## config.mk

```make
export PLATFORM = sky130hd
export DESIGN_NAME = wcs_fifo
export DESIGN_NICKNAME = d
export VERILOG_FILES = /design/src/hw/rtl/wcs_pkg.sv /design/src/hw/rtl/wcs_fifo.sv
export SDC_FILE = /design/constraint.sdc
export NUM_CORES = 1
export LEC_CHECK = 0
export ABC_AREA = 1
export BUFFER_PORTS_ARGS = -buffer_cell sky130_fd_sc_hd__buf_4
export CORE_UTILIZATION = 52
export CTS_CLUSTER_DIAMETER = 80
export DETAILED_ROUTE_END_ITERATION = 8
export PLACE_DENSITY = 0.79
export REMOVE_ABC_BUFFERS = 1
export SLEW_MARGIN = 5
export SYNTH_ARGS = -nofsm -noshare
export SYNTH_HDL_FRONTEND = slang
export SYNTH_SLANG_ARGS = --single-unit
```

## constraint.sdc

```tcl
create_clock -name clk -period 4.51 [get_ports clk]
set_input_delay 0.2255 -clock clk [delete_from_list [all_inputs] [get_ports clk]]
set_output_delay 0.2255 -clock clk [all_outputs]
set_load 0.03 [all_outputs]
```

## src/hw/rtl/wcs_pkg.sv

```systemverilog
`default_nettype none
package wcs_pkg;

  localparam int SAMPLE_W     = 16;
  localparam int WEIGHT_W     = 16;
  localparam int Z_W          = 20;
  localparam int FIX_W        = 32;
  localparam int IDX_W        = 6;
  localparam int CNT_W        = 7;
  localparam int WSUM_W       = 39;
  localparam int WTOT_W       = 22;
  localparam int ACC_W        = 86;
  localparam int DEN_W        = 32;
  localparam int VAR_W        = 64;
  localparam int DIFF_W       = 34;
  localparam int DEF_MAX_ROWS = 64;

  localparam logic [CNT_W-1:0] MEAN_BITS = 7'd55;
  localparam logic [CNT_W-1:0] VAR_BITS  = 7'd86;
  localparam logic [CNT_W-1:0] Z_BITS    = 7'd46;

  localparam logic [Z_W-1:0] Z_POS_MAX = 20'h7FFFF;
  localparam logic [Z_W-1:0] Z_NEG_MIN = 20'h80000;

  typedef struct packed {
    logic signed [SAMPLE_W-1:0] sample;
    logic [WEIGHT_W-1:0]        weight;
  } row_t;

  typedef struct packed {
    logic [CNT_W-1:0]         n;
    logic signed [WSUM_W-1:0] wsum;
    logic [WTOT_W-1:0]        wtot;
  } job_t;

endpackage
`default_nettype wire

```

## src/hw/rtl/wcs_fifo.sv

```systemverilog
`default_nettype none
module wcs_fifo (
  input  wire logic          clk,
  input  wire logic          rst_n,
  input  wire logic          push,
  input  wcs_pkg::job_t      push_data,
  output logic               full,
  input  wire logic          pop,
  output wcs_pkg::job_t      pop_data,
  output logic               empty
);

  wcs_pkg::job_t mem_r [2];
  logic       wr_ptr_r, rd_ptr_r;
  logic [1:0] cnt_r;

  assign full     = (cnt_r == 2'd2);
  assign empty    = (cnt_r == 2'd0);
  assign pop_data = mem_r[rd_ptr_r];

  always_ff @(posedge clk) begin
    if (push && !full) begin
      mem_r[wr_ptr_r] <= push_data;
    end
    if (!rst_n) begin
      wr_ptr_r <= 1'b0;
      rd_ptr_r <= 1'b0;
      cnt_r    <= 2'd0;
    end else begin
      if (push && !full) wr_ptr_r <= !wr_ptr_r;
      if (pop && !empty) rd_ptr_r <= !rd_ptr_r;
      if ((push && !full) && !(pop && !empty)) cnt_r <= cnt_r + 2'd1;
      else if (!(push && !full) && (pop && !empty)) cnt_r <= cnt_r - 2'd1;
    end
  end

endmodule
`default_nettype wire

```

==> results.md <==
- Status: complete, no violations
- CORE AREA: 0.00977 mm2
- Yosys synthesis warning count: 0
- ANT cells: 0
- DR iter-0 viols: 84
- Drc violations: 0
- I/O pin count: 142
- Critical path fanouts, max: 34
- Port Buf Inserts: 141
- H-tree levels: 4
- MaxCap Viol Count: 0
- Req. time, crit path: 4.67 ns
- CTS buffer count: 17
- # resized after CTS: 0
- CTS tree: built
- Most numerous cell in the Yosys netlist: edfxtp_1
- CP Launch Type: flip-flop
- DP Worst Slack: 1.99 ns
- Worst reg2reg setup slack: 2.04 ns
- Largest net degree at the start of global routing: 69
- Area growth syn-to-layout: 48.8%
- Async set-reset flop share out of synthesis: 0
- Drt pass-1 iters: 4
- Initial antenna violation count: 0
- Clock-pin slew on the worst setup and hold paths: 0.06 ns
- Tmin final: 2.47 ns
- Synth cell count leaders: edfxtp_1 (136), mux2_2 (48), mux2_4 (20)
- Yosys top cell area share: 0.780
- Pwr Density: 582 mW/mm2
- Post-Syn Area: 0.00524 mm2
- Cell taking the most area after synthesis: edfxtp_1
- Clock Root Buffer: clkbuf_8
- Clock sink total: 141
- Area contributors post-synth: edfxtp_1 (78%), mux2_2 (10%), mux2_4 (5.7%), dfxtp_1 (1.9%), nor2_1 (0.79%)
- Gr usage total: 0.195
- Register area share after synthesis: 0.799
- Peak VDD IR: 0.466 mV
- Drt via density: 4.86
- Grt total ovfl: 0
- Synth Flop Type: edfxtp_1
- Synth Instances: 250
- Row count: 36
- Final Setup Violations: 0
- GPL Wtd Cong: 0.714
- Die X: 102 um
- Die area: 0.0105 mm2
- First-pass GRT wire length: 14,600 um
- Die height: 102 um
- Longest Clk Path Bufs: 2
- Vias in the first global route: 3,070
- Fmax: 405 MHz
- Final Routed Wirelength: 10,000 um
- Hold crit path type: in -> reg
- Final Net Count: 548
- Clk_lat worst skew: 0.51 ns
- Final Cycle Share: 0.548
- Clk_skew: 0.00549 ns
- DP Wirelength: 5610 um
- Endpoints failing hold: 0
- Post-synth EDFFs: 136
- Total number of vias: 3,021
- Average size of a mapped cell: 21.0 um2
- Post-DRT Antenna Nets: 0
- Library cells used by synthesis: 15
- Slew margin rel.: 0.277
- RSZ-0062 raised after global routing: false
- Fin. max-slew vios: 0
- Worst slew pin tran: 1.08 ns
- CP Capture Type: flip-flop
- Setup ws final: 2.04 ns
- Routed len/inst: 16.2 um
- Arr. time, crit path: 2.63 ns
- Synthesized flop and latch total: 141
- Crit Path Category: reg -> reg
- Setup TNS: 0 ns
- Layout cells sized above 1: 0.502
- Initial Utilization: 0.536
- Leakage power: 3.03 nW
- # fillers: 486
- Hold slack final: 0.151 ns
registers in the layout (all words and copies together), names as in the netlist, named ones only:
signal	flops
rd_ptr_r	1
wr_ptr_r	1
mem_r	136
cnt_r	2
timing repair:
action | 4_1_cts | 5_1_grt
hold buffers | 69 | 0
buffers inserted | 0 | 0
endpoints found under the hold margin | 140 | 0
routing by layer:
metal | GRT usage | vias up | share of wire
met2 | 0.344 | 133 | 0.53
met5 | 0 | - | 0
met1 | 0.209 | 1455 | 0.39
met4 | 0.0989 | 0 | 0.019
li1 | - | 1414 | -
met3 | 0.0650 | 19 | 0.061
through the flow:
step                cell area [um2]  utilization  cells  total power [mW]
floorplan                      5170            -    242              2.56
global placement               6440        0.659    520              2.95
detailed placement             6440        0.659    520              2.98
CTS                            7790        0.797    621              4.56
global route                   7790        0.797    621              4.70
finish                         7790        0.797    621              4.53
worst paths after layout:
path / start / to / cells past startpoint
hold reg to reg: rd_ptr_r / rd_ptr_r / 2
setup reg to reg: cnt_r[0] / mem_r[0][3] / 3
hold / removal: pop / rd_ptr_r / 6
setup / recovery: cnt_r[0] / mem_r[0][3] / 3
cell usage in the layout, fill, tap and decap left out, drive strengths merged:
cell type	Yosys	final
dlygate4sd3	0	69
nand2	6	6
nand4	1	1
o21ai	3	3
inv	9	9
clkbuf	0	17
a21oi	1	1
edfxtp	136	136
ha	1	1
nand3	1	1
bufinv	0	7
mux2	68	68
nor2	11	11
clkinv	0	7
clkinvlp	0	1
dfxtp	5	5
buf	8	145
worst max-delay path: stages (launching register included):
cell and delay [ns]:
dfxtp_1 0.39, o21ai_0 0.32, nor2_4 0.85, buf_4 0.52
cell type report:
cell class | instances | area (um2) | area share
flip-flops and latches | 141 | 4190 | 0.537
well taps | 133 | 166 | 0.0214
repair buffers | 214 | 1780 | 0.228
inverters | 9 | 33.8 | 0.00433
clock buffers | 17 | 414 | 0.0531
multi-input cells | 92 | 963 | 0.124
clock inverters | 15 | 249 | 0.0319
power by group:
| part | switching [mW] | leakage, nW | total [mW] | internal (mW) |
|---|---|---|---|---|
| clock network | 0.482 | 0.324 | 1.54 | 1.05 |
| registers | 0.120 | 1.31 | 1.78 | 1.66 |
| logic | 0.676 | 1.40 | 1.22 | 0.542 |
logic make-up (layout without fill, tap and decap cells):
group                      after synthesis  after routing  share of synthesized area
DFF                                    141            141                      0.799
adders and majority gates                1              1                    0.00239
AOI/OAI and AO/OA                        4              4                    0.00382
buffers and inverters                   17            255                     0.0203
muxes                                   68             68                      0.160
and+or+nand+nor                         19             19                     0.0143
Note: power is estimated with default switching activity, not from simulation.
