==> src/hw/rtl/wcs_pkg.sv <==
`default_nettype none
package wcs_pkg;

  localparam int SAMPLE_W     = 16;
  localparam int WEIGHT_W     = 16;
  localparam int Z_W          = 20;
  localparam int FIX_W        = 32;
  localparam int IDX_W        = 6;
  localparam int CNT_W        = 7;
  localparam int WSUM_W       = 39;
  localparam int WTOT_W       = 22;
  localparam int ACC_W        = 86;
  localparam int DEN_W        = 32;
  localparam int VAR_W        = 64;
  localparam int DIFF_W       = 34;
  localparam int DEF_MAX_ROWS = 64;

  localparam logic [CNT_W-1:0] MEAN_BITS = 7'd55;
  localparam logic [CNT_W-1:0] VAR_BITS  = 7'd86;
  localparam logic [CNT_W-1:0] Z_BITS    = 7'd46;

  localparam logic [Z_W-1:0] Z_POS_MAX = 20'h7FFFF;
  localparam logic [Z_W-1:0] Z_NEG_MIN = 20'h80000;

  typedef struct packed {
    logic signed [SAMPLE_W-1:0] sample;
    logic [WEIGHT_W-1:0]        weight;
  } row_t;

  typedef struct packed {
    logic [CNT_W-1:0]         n;
    logic signed [WSUM_W-1:0] wsum;
    logic [WTOT_W-1:0]        wtot;
  } job_t;

endpackage
`default_nettype wire

==> src/hw/rtl/wcs_front.sv <==
`default_nettype none
module wcs_front #(
  parameter int MaxRows = wcs_pkg::DEF_MAX_ROWS,
  localparam int AddrW  = $clog2(MaxRows)
) (
  input  wire logic                                clk,
  input  wire logic                                rst_n,
  input  wire logic                                in_valid,
  output logic                                     in_ready,
  input  wire logic signed [wcs_pkg::SAMPLE_W-1:0] in_sample,
  input  wire logic [wcs_pkg::WEIGHT_W-1:0]        in_weight,
  input  wire logic                                in_last,
  input  wire logic                                cfg_valid,
  output logic                                     cfg_ready,
  input  wire logic                                cfg_use_weights,
  input  wire logic [AddrW-1:0]                    rd_addr,
  output wcs_pkg::row_t                            rd_row,
  output logic                                     job_push,
  output wcs_pkg::job_t                            job_data,
  input  wire logic                                job_full,
  input  wire logic                                back_done
);

  wcs_pkg::row_t mem [MaxRows];
  wcs_pkg::row_t rd_row_r;

  logic                               use_weights_r, busy_r;
  logic [wcs_pkg::CNT_W-1:0]          count_r;
  logic signed [wcs_pkg::WSUM_W-1:0]  wsum_r;
  logic [wcs_pkg::WTOT_W-1:0]         wtot_r;

  logic                               acc, stored;
  logic [wcs_pkg::WEIGHT_W-1:0]       w_eff;
  logic signed [32:0]                 prod;
  logic signed [wcs_pkg::WSUM_W-1:0]  wsum_nxt;
  logic [wcs_pkg::WTOT_W-1:0]         wtot_nxt;
  logic [wcs_pkg::CNT_W-1:0]          count_nxt;

  assign cfg_ready = 1'b1;
  assign in_ready  = !busy_r && !job_full;
  assign acc       = in_valid && in_ready;
  assign stored    = (count_r < wcs_pkg::CNT_W'(MaxRows));
  assign w_eff     = use_weights_r ? in_weight : wcs_pkg::WEIGHT_W'(1);
  assign prod      = in_sample * $signed({1'b0, w_eff});
  assign wsum_nxt  = stored ? wsum_r + wcs_pkg::WSUM_W'(prod) : wsum_r;
  assign wtot_nxt  = stored ? wtot_r + wcs_pkg::WTOT_W'(w_eff) : wtot_r;
  assign count_nxt = stored ? count_r + 1'b1 : count_r;

  assign job_push      = acc && in_last;
  assign job_data.n    = count_nxt;
  assign job_data.wsum = wsum_nxt;
  assign job_data.wtot = wtot_nxt;
  assign rd_row        = rd_row_r;

  always_ff @(posedge clk) begin
    if (acc && stored) begin
      mem[count_r[AddrW-1:0]] <= '{sample: in_sample, weight: w_eff};
    end
    rd_row_r <= mem[rd_addr];
  end

  always_ff @(posedge clk) begin
    if (!rst_n) begin
      use_weights_r <= 1'b1;
      busy_r        <= 1'b0;
      count_r       <= '0;
      wsum_r        <= '0;
      wtot_r        <= '0;
    end else begin
      if (cfg_valid) use_weights_r <= cfg_use_weights;
      if (back_done) busy_r <= 1'b0;
      if (acc) begin
        if (in_last) begin
          busy_r  <= 1'b1;
          count_r <= '0;
          wsum_r  <= '0;
          wtot_r  <= '0;
        end else begin
          count_r <= count_nxt;
          wsum_r  <= wsum_nxt;
          wtot_r  <= wtot_nxt;
        end
      end
    end
  end

endmodule
`default_nettype wire

==> config.mk <==
export PLATFORM = sky130hd
export DESIGN_NAME = wcs_front
export DESIGN_NICKNAME = d
export VERILOG_FILES = /design/src/hw/rtl/wcs_pkg.sv /design/src/hw/rtl/wcs_front.sv
export SDC_FILE = /design/constraint.sdc
export NUM_CORES = 2
export LEC_CHECK = 0
export BUFFER_PORTS_ARGS = -buffer_cell sky130_fd_sc_hd__buf_2
export CAP_MARGIN = 15
export CORE_ASPECT_RATIO = 0.6
export CORE_MARGIN = 3
export CORE_UTILIZATION = 50
export DETAILED_ROUTE_END_ITERATION = 7
export GPL_TIMING_DRIVEN = 0
export PLACE_DENSITY = 0.71
export SLEW_MARGIN = 40
export SYNTH_ARGS = -nofsm -noshare
export SYNTH_HDL_FRONTEND = slang
export SYNTH_SLANG_ARGS = --single-unit
==> constraint.sdc <==
create_clock -name clk -period 26 [get_ports clk]
set_clock_uncertainty 0.2 [all_clocks]
set_input_delay 2.6 -clock clk [delete_from_list [all_inputs] [get_ports clk]]
set_output_delay 2.6 -clock clk [all_outputs]
set_load 0.005 [all_outputs]
==> summary.log <==
INFO  synthesis      postSynthNetCount=5245
INFO  synthesis      netlist_instances=4819
INFO  finish         multi_input_area=27600squm
INFO  timing         postLayoutSetupSlackWorst=12.65ns
INFO  timing         fin_crit_sh=0.514
INFO  synthesis      ys_seq_elements=2150
INFO  finish         nFillCells=13100
INFO  synthesis      netlist-cell-type-count=74
INFO  worst_setup_path critical_path_buffers_and_inverters=9
INFO  cts            cts.path.max_buffers=4
INFO  worst_setup_path worst_ep_arrival_time=10.55ns
INFO  grt            initial_antenna_violation_count=22
INFO  synthesis      yosys-mux-area-fraction=0.164
INFO  cts            clock_tree.root_cell=sky130_fd_sc_hd__clkbuf_16
INFO  worst_hold_path hold_path_class=flop to flop
INFO  route          avgViaCountPerCell=6.41
INFO  synthesis      synth_async_sr_flop_share=0
INFO  grt            first_global_vias=49100
INFO  cts            cts_hold_buf=0
INFO  placed_design  dpl_worst_slack=12.88ns
INFO  cts            cts_setup_buffers=0
INFO  synthesis      yosysSeqAreaShare=0.683
INFO  placed_design  finalWeightedCongestion=0.948
INFO  cts            clk-insertion-delay-late=0.86ns
INFO  floorplan      floorplan.die.height=340microns
INFO  cts            count_of_clock_tree_sinks=2150
INFO  grt            gr-max-usage-layer=met1
INFO  worst_setup_path critPathSlowestCell=sky130_fd_sc_hd__a2111oi_0
INFO  timing         summed_negative_setup_slack_over_all_endpoints=0ns
INFO  synthesis      syn_avg_cell_area=19.3squm
INFO  synthesis      synth.cell_area=93000squm
INFO  worst_setup_path critPathMostFrequentCell=sky130_fd_sc_hd__fa_1
INFO  timing         fmax=74.9MHz
INFO  grt            grt_first_pass_wirelength=371mm
INFO  synthesis      synth-compound-area-share=0.0203
INFO  power_and_ir_drop peakVddDrop=163uV
INFO  floorplan      die_area=191000squm
INFO  finish         finalNetCount=5749
INFO  route          routed_wl=261mm
INFO  finish         seq_area=63500squm
INFO  synthesis      synth_adder_area_share=0.0696
INFO  timing         setup_viol=0
INFO  worst_setup_path critical_path_required=23.20ns
INFO  timing         maxSlewHeadroom=0.364
INFO  synthesis      synth_warnings=0
INFO  placed_design  numPortBuffers=140
INFO  floorplan      core_area=183000squm
INFO  worst_setup_path timing.critical_path.max_delay_family=adder cells
INFO  cts            total_number_of_h_tree_levels=4
INFO  floorplan      top_level_ports=149
INFO  finish         post_route_cells_drive_above_1_share=0.267
INFO  floorplan      placement_rows=121
INFO  power_and_ir_drop powerDensity=88.0nW/um^2
INFO  synthesis      synth_edf_count=2048
INFO  cts            cts_tree=yes
INFO  floorplan      die-width=563microns
INFO  power_and_ir_drop totalPowerFinal=9380uW
INFO  worst_setup_path cpPeakStageDelay=0.73ns
INFO  route          postRouteAntennaNets=0
INFO  timing         period_minus_slack=13.35ns
INFO  worst_setup_path timing.critical_path.to_type=output port
INFO  grt            globalRouteTotalUtil=0.275
INFO  run_status     status=finished clean
INFO  timing         tightestPinTransition=0.953ns
INFO  finish         fin_area=107000squm
INFO  grt            grt_overflow=0
INFO  route          drcViolationCount=0
INFO  worst_setup_path worst_setup_path_start_kind=input port
INFO  synthesis      synth_top_flop_cell=sky130_fd_sc_hd__edfxtp_1
INFO  finish         area_growth_syn_to_layout=14.7%
INFO  placed_design  detailed_place.area=101000squm
INFO  grt            use_met1=0.445
INFO  power_and_ir_drop power_leakage=0.0363uW
INFO  timing         rsz_0062_raised_after_global_routing=false
INFO  timing         number_of_slew_limit_violations_in_the_final_report=0
INFO  cts            total_cts_buffers=197
INFO  worst_setup_path timing.setup.critical_path_class=input port to output port
INFO  route          route.vias.total=50800
INFO  placed_design  dpl.hpwl=188mm
INFO  route          route.detailed.wl_per_inst=32.9microns
INFO  worst_setup_path cp_max_fo=39
INFO  grt            grt_max_degree=72
INFO  timing         final_hold_slack=0.270ns
INFO  grt            grt.met2_usage=0.350
INFO  run            timing.max_cap.violations=0
INFO  route          drtPass1Iterations=7
INFO  floorplan      initial_utilization=0.508
INFO  synthesis      largest_family_of_logic_cells_by_synthesized_area=multiplexers
INFO  cts            clock_pin_transition_on_the_worst_setup_and_hold_timing_paths=0.06ns
INFO  grt            met3_usage=0.0998
INFO  timing         final-hold-violation-count=0
INFO  route          detailedRoute.firstIterationViolations=8322
INFO  cts            cts-resized-gates=0
INFO  synthesis      synth-simple-area-share=0.0330
INFO  synthesis      synth-xor-area-share=0.00452
[area by class of cell]
type | instances | share of cell area
Sequential cell | 2150 | 0.596
Multi-Input combinational cell | 2078 | 0.259
Inverter | 350 | 0.0123
Tap cell | 2460 | 0.0289
Clock buffer | 253 | 0.0486
Antenna cell | 7 | 0.000164
Buffer | 241 | 0.0107
Timing Repair Buffer | 305 | 0.0380
Clock inverter | 88 | 0.00615
[per-stage QoR]
step / instances / util
after floorplan: 4819 / -
after global placement: 7419 / 0.529
after detailed placement: 7580 / 0.550
after CTS: 7921 / 0.582
after global routing: 7928 / 0.582
final: 7932 / 0.582
[cells in the final DEF, fill, tap and decap left out, drive strengths merged, types with 8 or more instances in the layout]
cell type  count
a22oi         24
buf          378
a31oi          8
clkinv        67
xor2          22
dfxtp        102
a21o          17
mux2          25
nor2         153
or3           10
nand3         34
a211oi         9
a21oi         58
mux2i         18
mux4         657
nand4          8
clkbuf       421
and3         112
edfxtp      2048
nand2        250
and2          42
o21ai        101
o31ai          8
nor3          12
xnor2         26
fa           228
inv          358
o21bai        10
ha           152
nand2b        12
[routing by layer]
| metal | vias up | wire, microns | share of wire |
|---|---|---|---|
| met1 | 26700 | 108000 | 0.42 |
| met3 | 365 | 42500 | 0.16 |
| met5 | - | 80 | 0.00031 |
| met2 | 3717 | 103000 | 0.40 |
| li1 | 20100 | - | - |
| met4 | 8 | 6740 | 0.026 |
[path summary, 6_finish.rpt]
| path | startpoint | end | slack, ns | cells past startpoint |
|---|---|---|---|---|
| setup / recovery | in_weight[10] | job_data[50] | 12.65 | 26 |
| hold / removal | wsum_r[32] | wsum_r[32] | 0.27 | 1 |
| setup reg to reg | use_weights_r | wsum_r[28] | 17.39 | 25 |
| hold reg to reg | wsum_r[32] | wsum_r[32] | 0.27 | 1 |
[power breakdown]
part           switching, uW  internal [uW]
sequential              20.1           3820
combinational           1740           1070
clock                   1260           1480
[sequential cells by signal (all words and copies together), names as in the netlist]
signal,count
use_weights_r,1
wsum_r,39
wtot_r,22
rd_row,32
mem,2048
busy_r,1
count_r,7
[cells in the mapped netlist (4+ instances only)]
| cell type | number | area share |
|---|---|---|
| sky130_fd_sc_hd__a211o_1 | 6 | 0.00057 |
| sky130_fd_sc_hd__a211oi_1 | 9 | 0.00073 |
| sky130_fd_sc_hd__a21o_1 | 17 | 0.0014 |
| sky130_fd_sc_hd__a21oi_1 | 58 | 0.0031 |
| sky130_fd_sc_hd__a22oi_1 | 24 | 0.0019 |
| sky130_fd_sc_hd__a31o_2 | 4 | 0.00038 |
| sky130_fd_sc_hd__a31oi_1 | 8 | 0.00054 |
| sky130_fd_sc_hd__a32o_1 | 6 | 0.00065 |
| sky130_fd_sc_hd__and2_1 | 41 | 0.0028 |
| sky130_fd_sc_hd__and3_1 | 112 | 0.0075 |
| sky130_fd_sc_hd__buf_1 | 14 | 0.00057 |
| sky130_fd_sc_hd__buf_2 | 53 | 0.0029 |
| sky130_fd_sc_hd__buf_4 | 7 | 0.00057 |
| sky130_fd_sc_hd__clkbuf_1 | 165 | 0.0067 |
| sky130_fd_sc_hd__dfxtp_1 | 102 | 0.022 |
| sky130_fd_sc_hd__edfxtp_1 | 2048 | 0.66 |
| sky130_fd_sc_hd__fa_1 | 228 | 0.049 |
| sky130_fd_sc_hd__ha_1 | 152 | 0.020 |
| sky130_fd_sc_hd__inv_1 | 347 | 0.014 |
| sky130_fd_sc_hd__mux2_2 | 25 | 0.0030 |
| sky130_fd_sc_hd__mux2i_1 | 18 | 0.0019 |
| sky130_fd_sc_hd__mux4_2 | 657 | 0.16 |
| sky130_fd_sc_hd__nand2_1 | 250 | 0.010 |
| sky130_fd_sc_hd__nand2b_1 | 12 | 0.00081 |
| sky130_fd_sc_hd__nand3_1 | 34 | 0.0018 |
| sky130_fd_sc_hd__nand3b_1 | 4 | 0.00032 |
| sky130_fd_sc_hd__nand4_1 | 8 | 0.00054 |
| sky130_fd_sc_hd__nor2_1 | 153 | 0.0062 |
| sky130_fd_sc_hd__nor2b_1 | 7 | 0.00047 |
| sky130_fd_sc_hd__nor3_1 | 12 | 0.00065 |
| sky130_fd_sc_hd__o211ai_1 | 4 | 0.00032 |
| sky130_fd_sc_hd__o21a_1 | 7 | 0.00057 |
| sky130_fd_sc_hd__o21ai_0 | 66 | 0.0036 |
| sky130_fd_sc_hd__o21ai_1 | 35 | 0.0019 |
| sky130_fd_sc_hd__o21bai_1 | 10 | 0.00081 |
| sky130_fd_sc_hd__o31ai_1 | 6 | 0.00048 |
| sky130_fd_sc_hd__or3_1 | 10 | 0.00067 |
| sky130_fd_sc_hd__xnor2_1 | 26 | 0.0024 |
| sky130_fd_sc_hd__xor2_1 | 22 | 0.0021 |
[cells by family after synthesis]
family / Yosys count
other: 1
adders and majority gates: 380
DFF: 2150
buffers and inverters: 591
AOI/OAI and AO/OA: 293
and+or+nand+nor: 656
muxes: 700
xor gates and xnor gates: 48
Note: power is estimated with default switching activity, not from simulation.
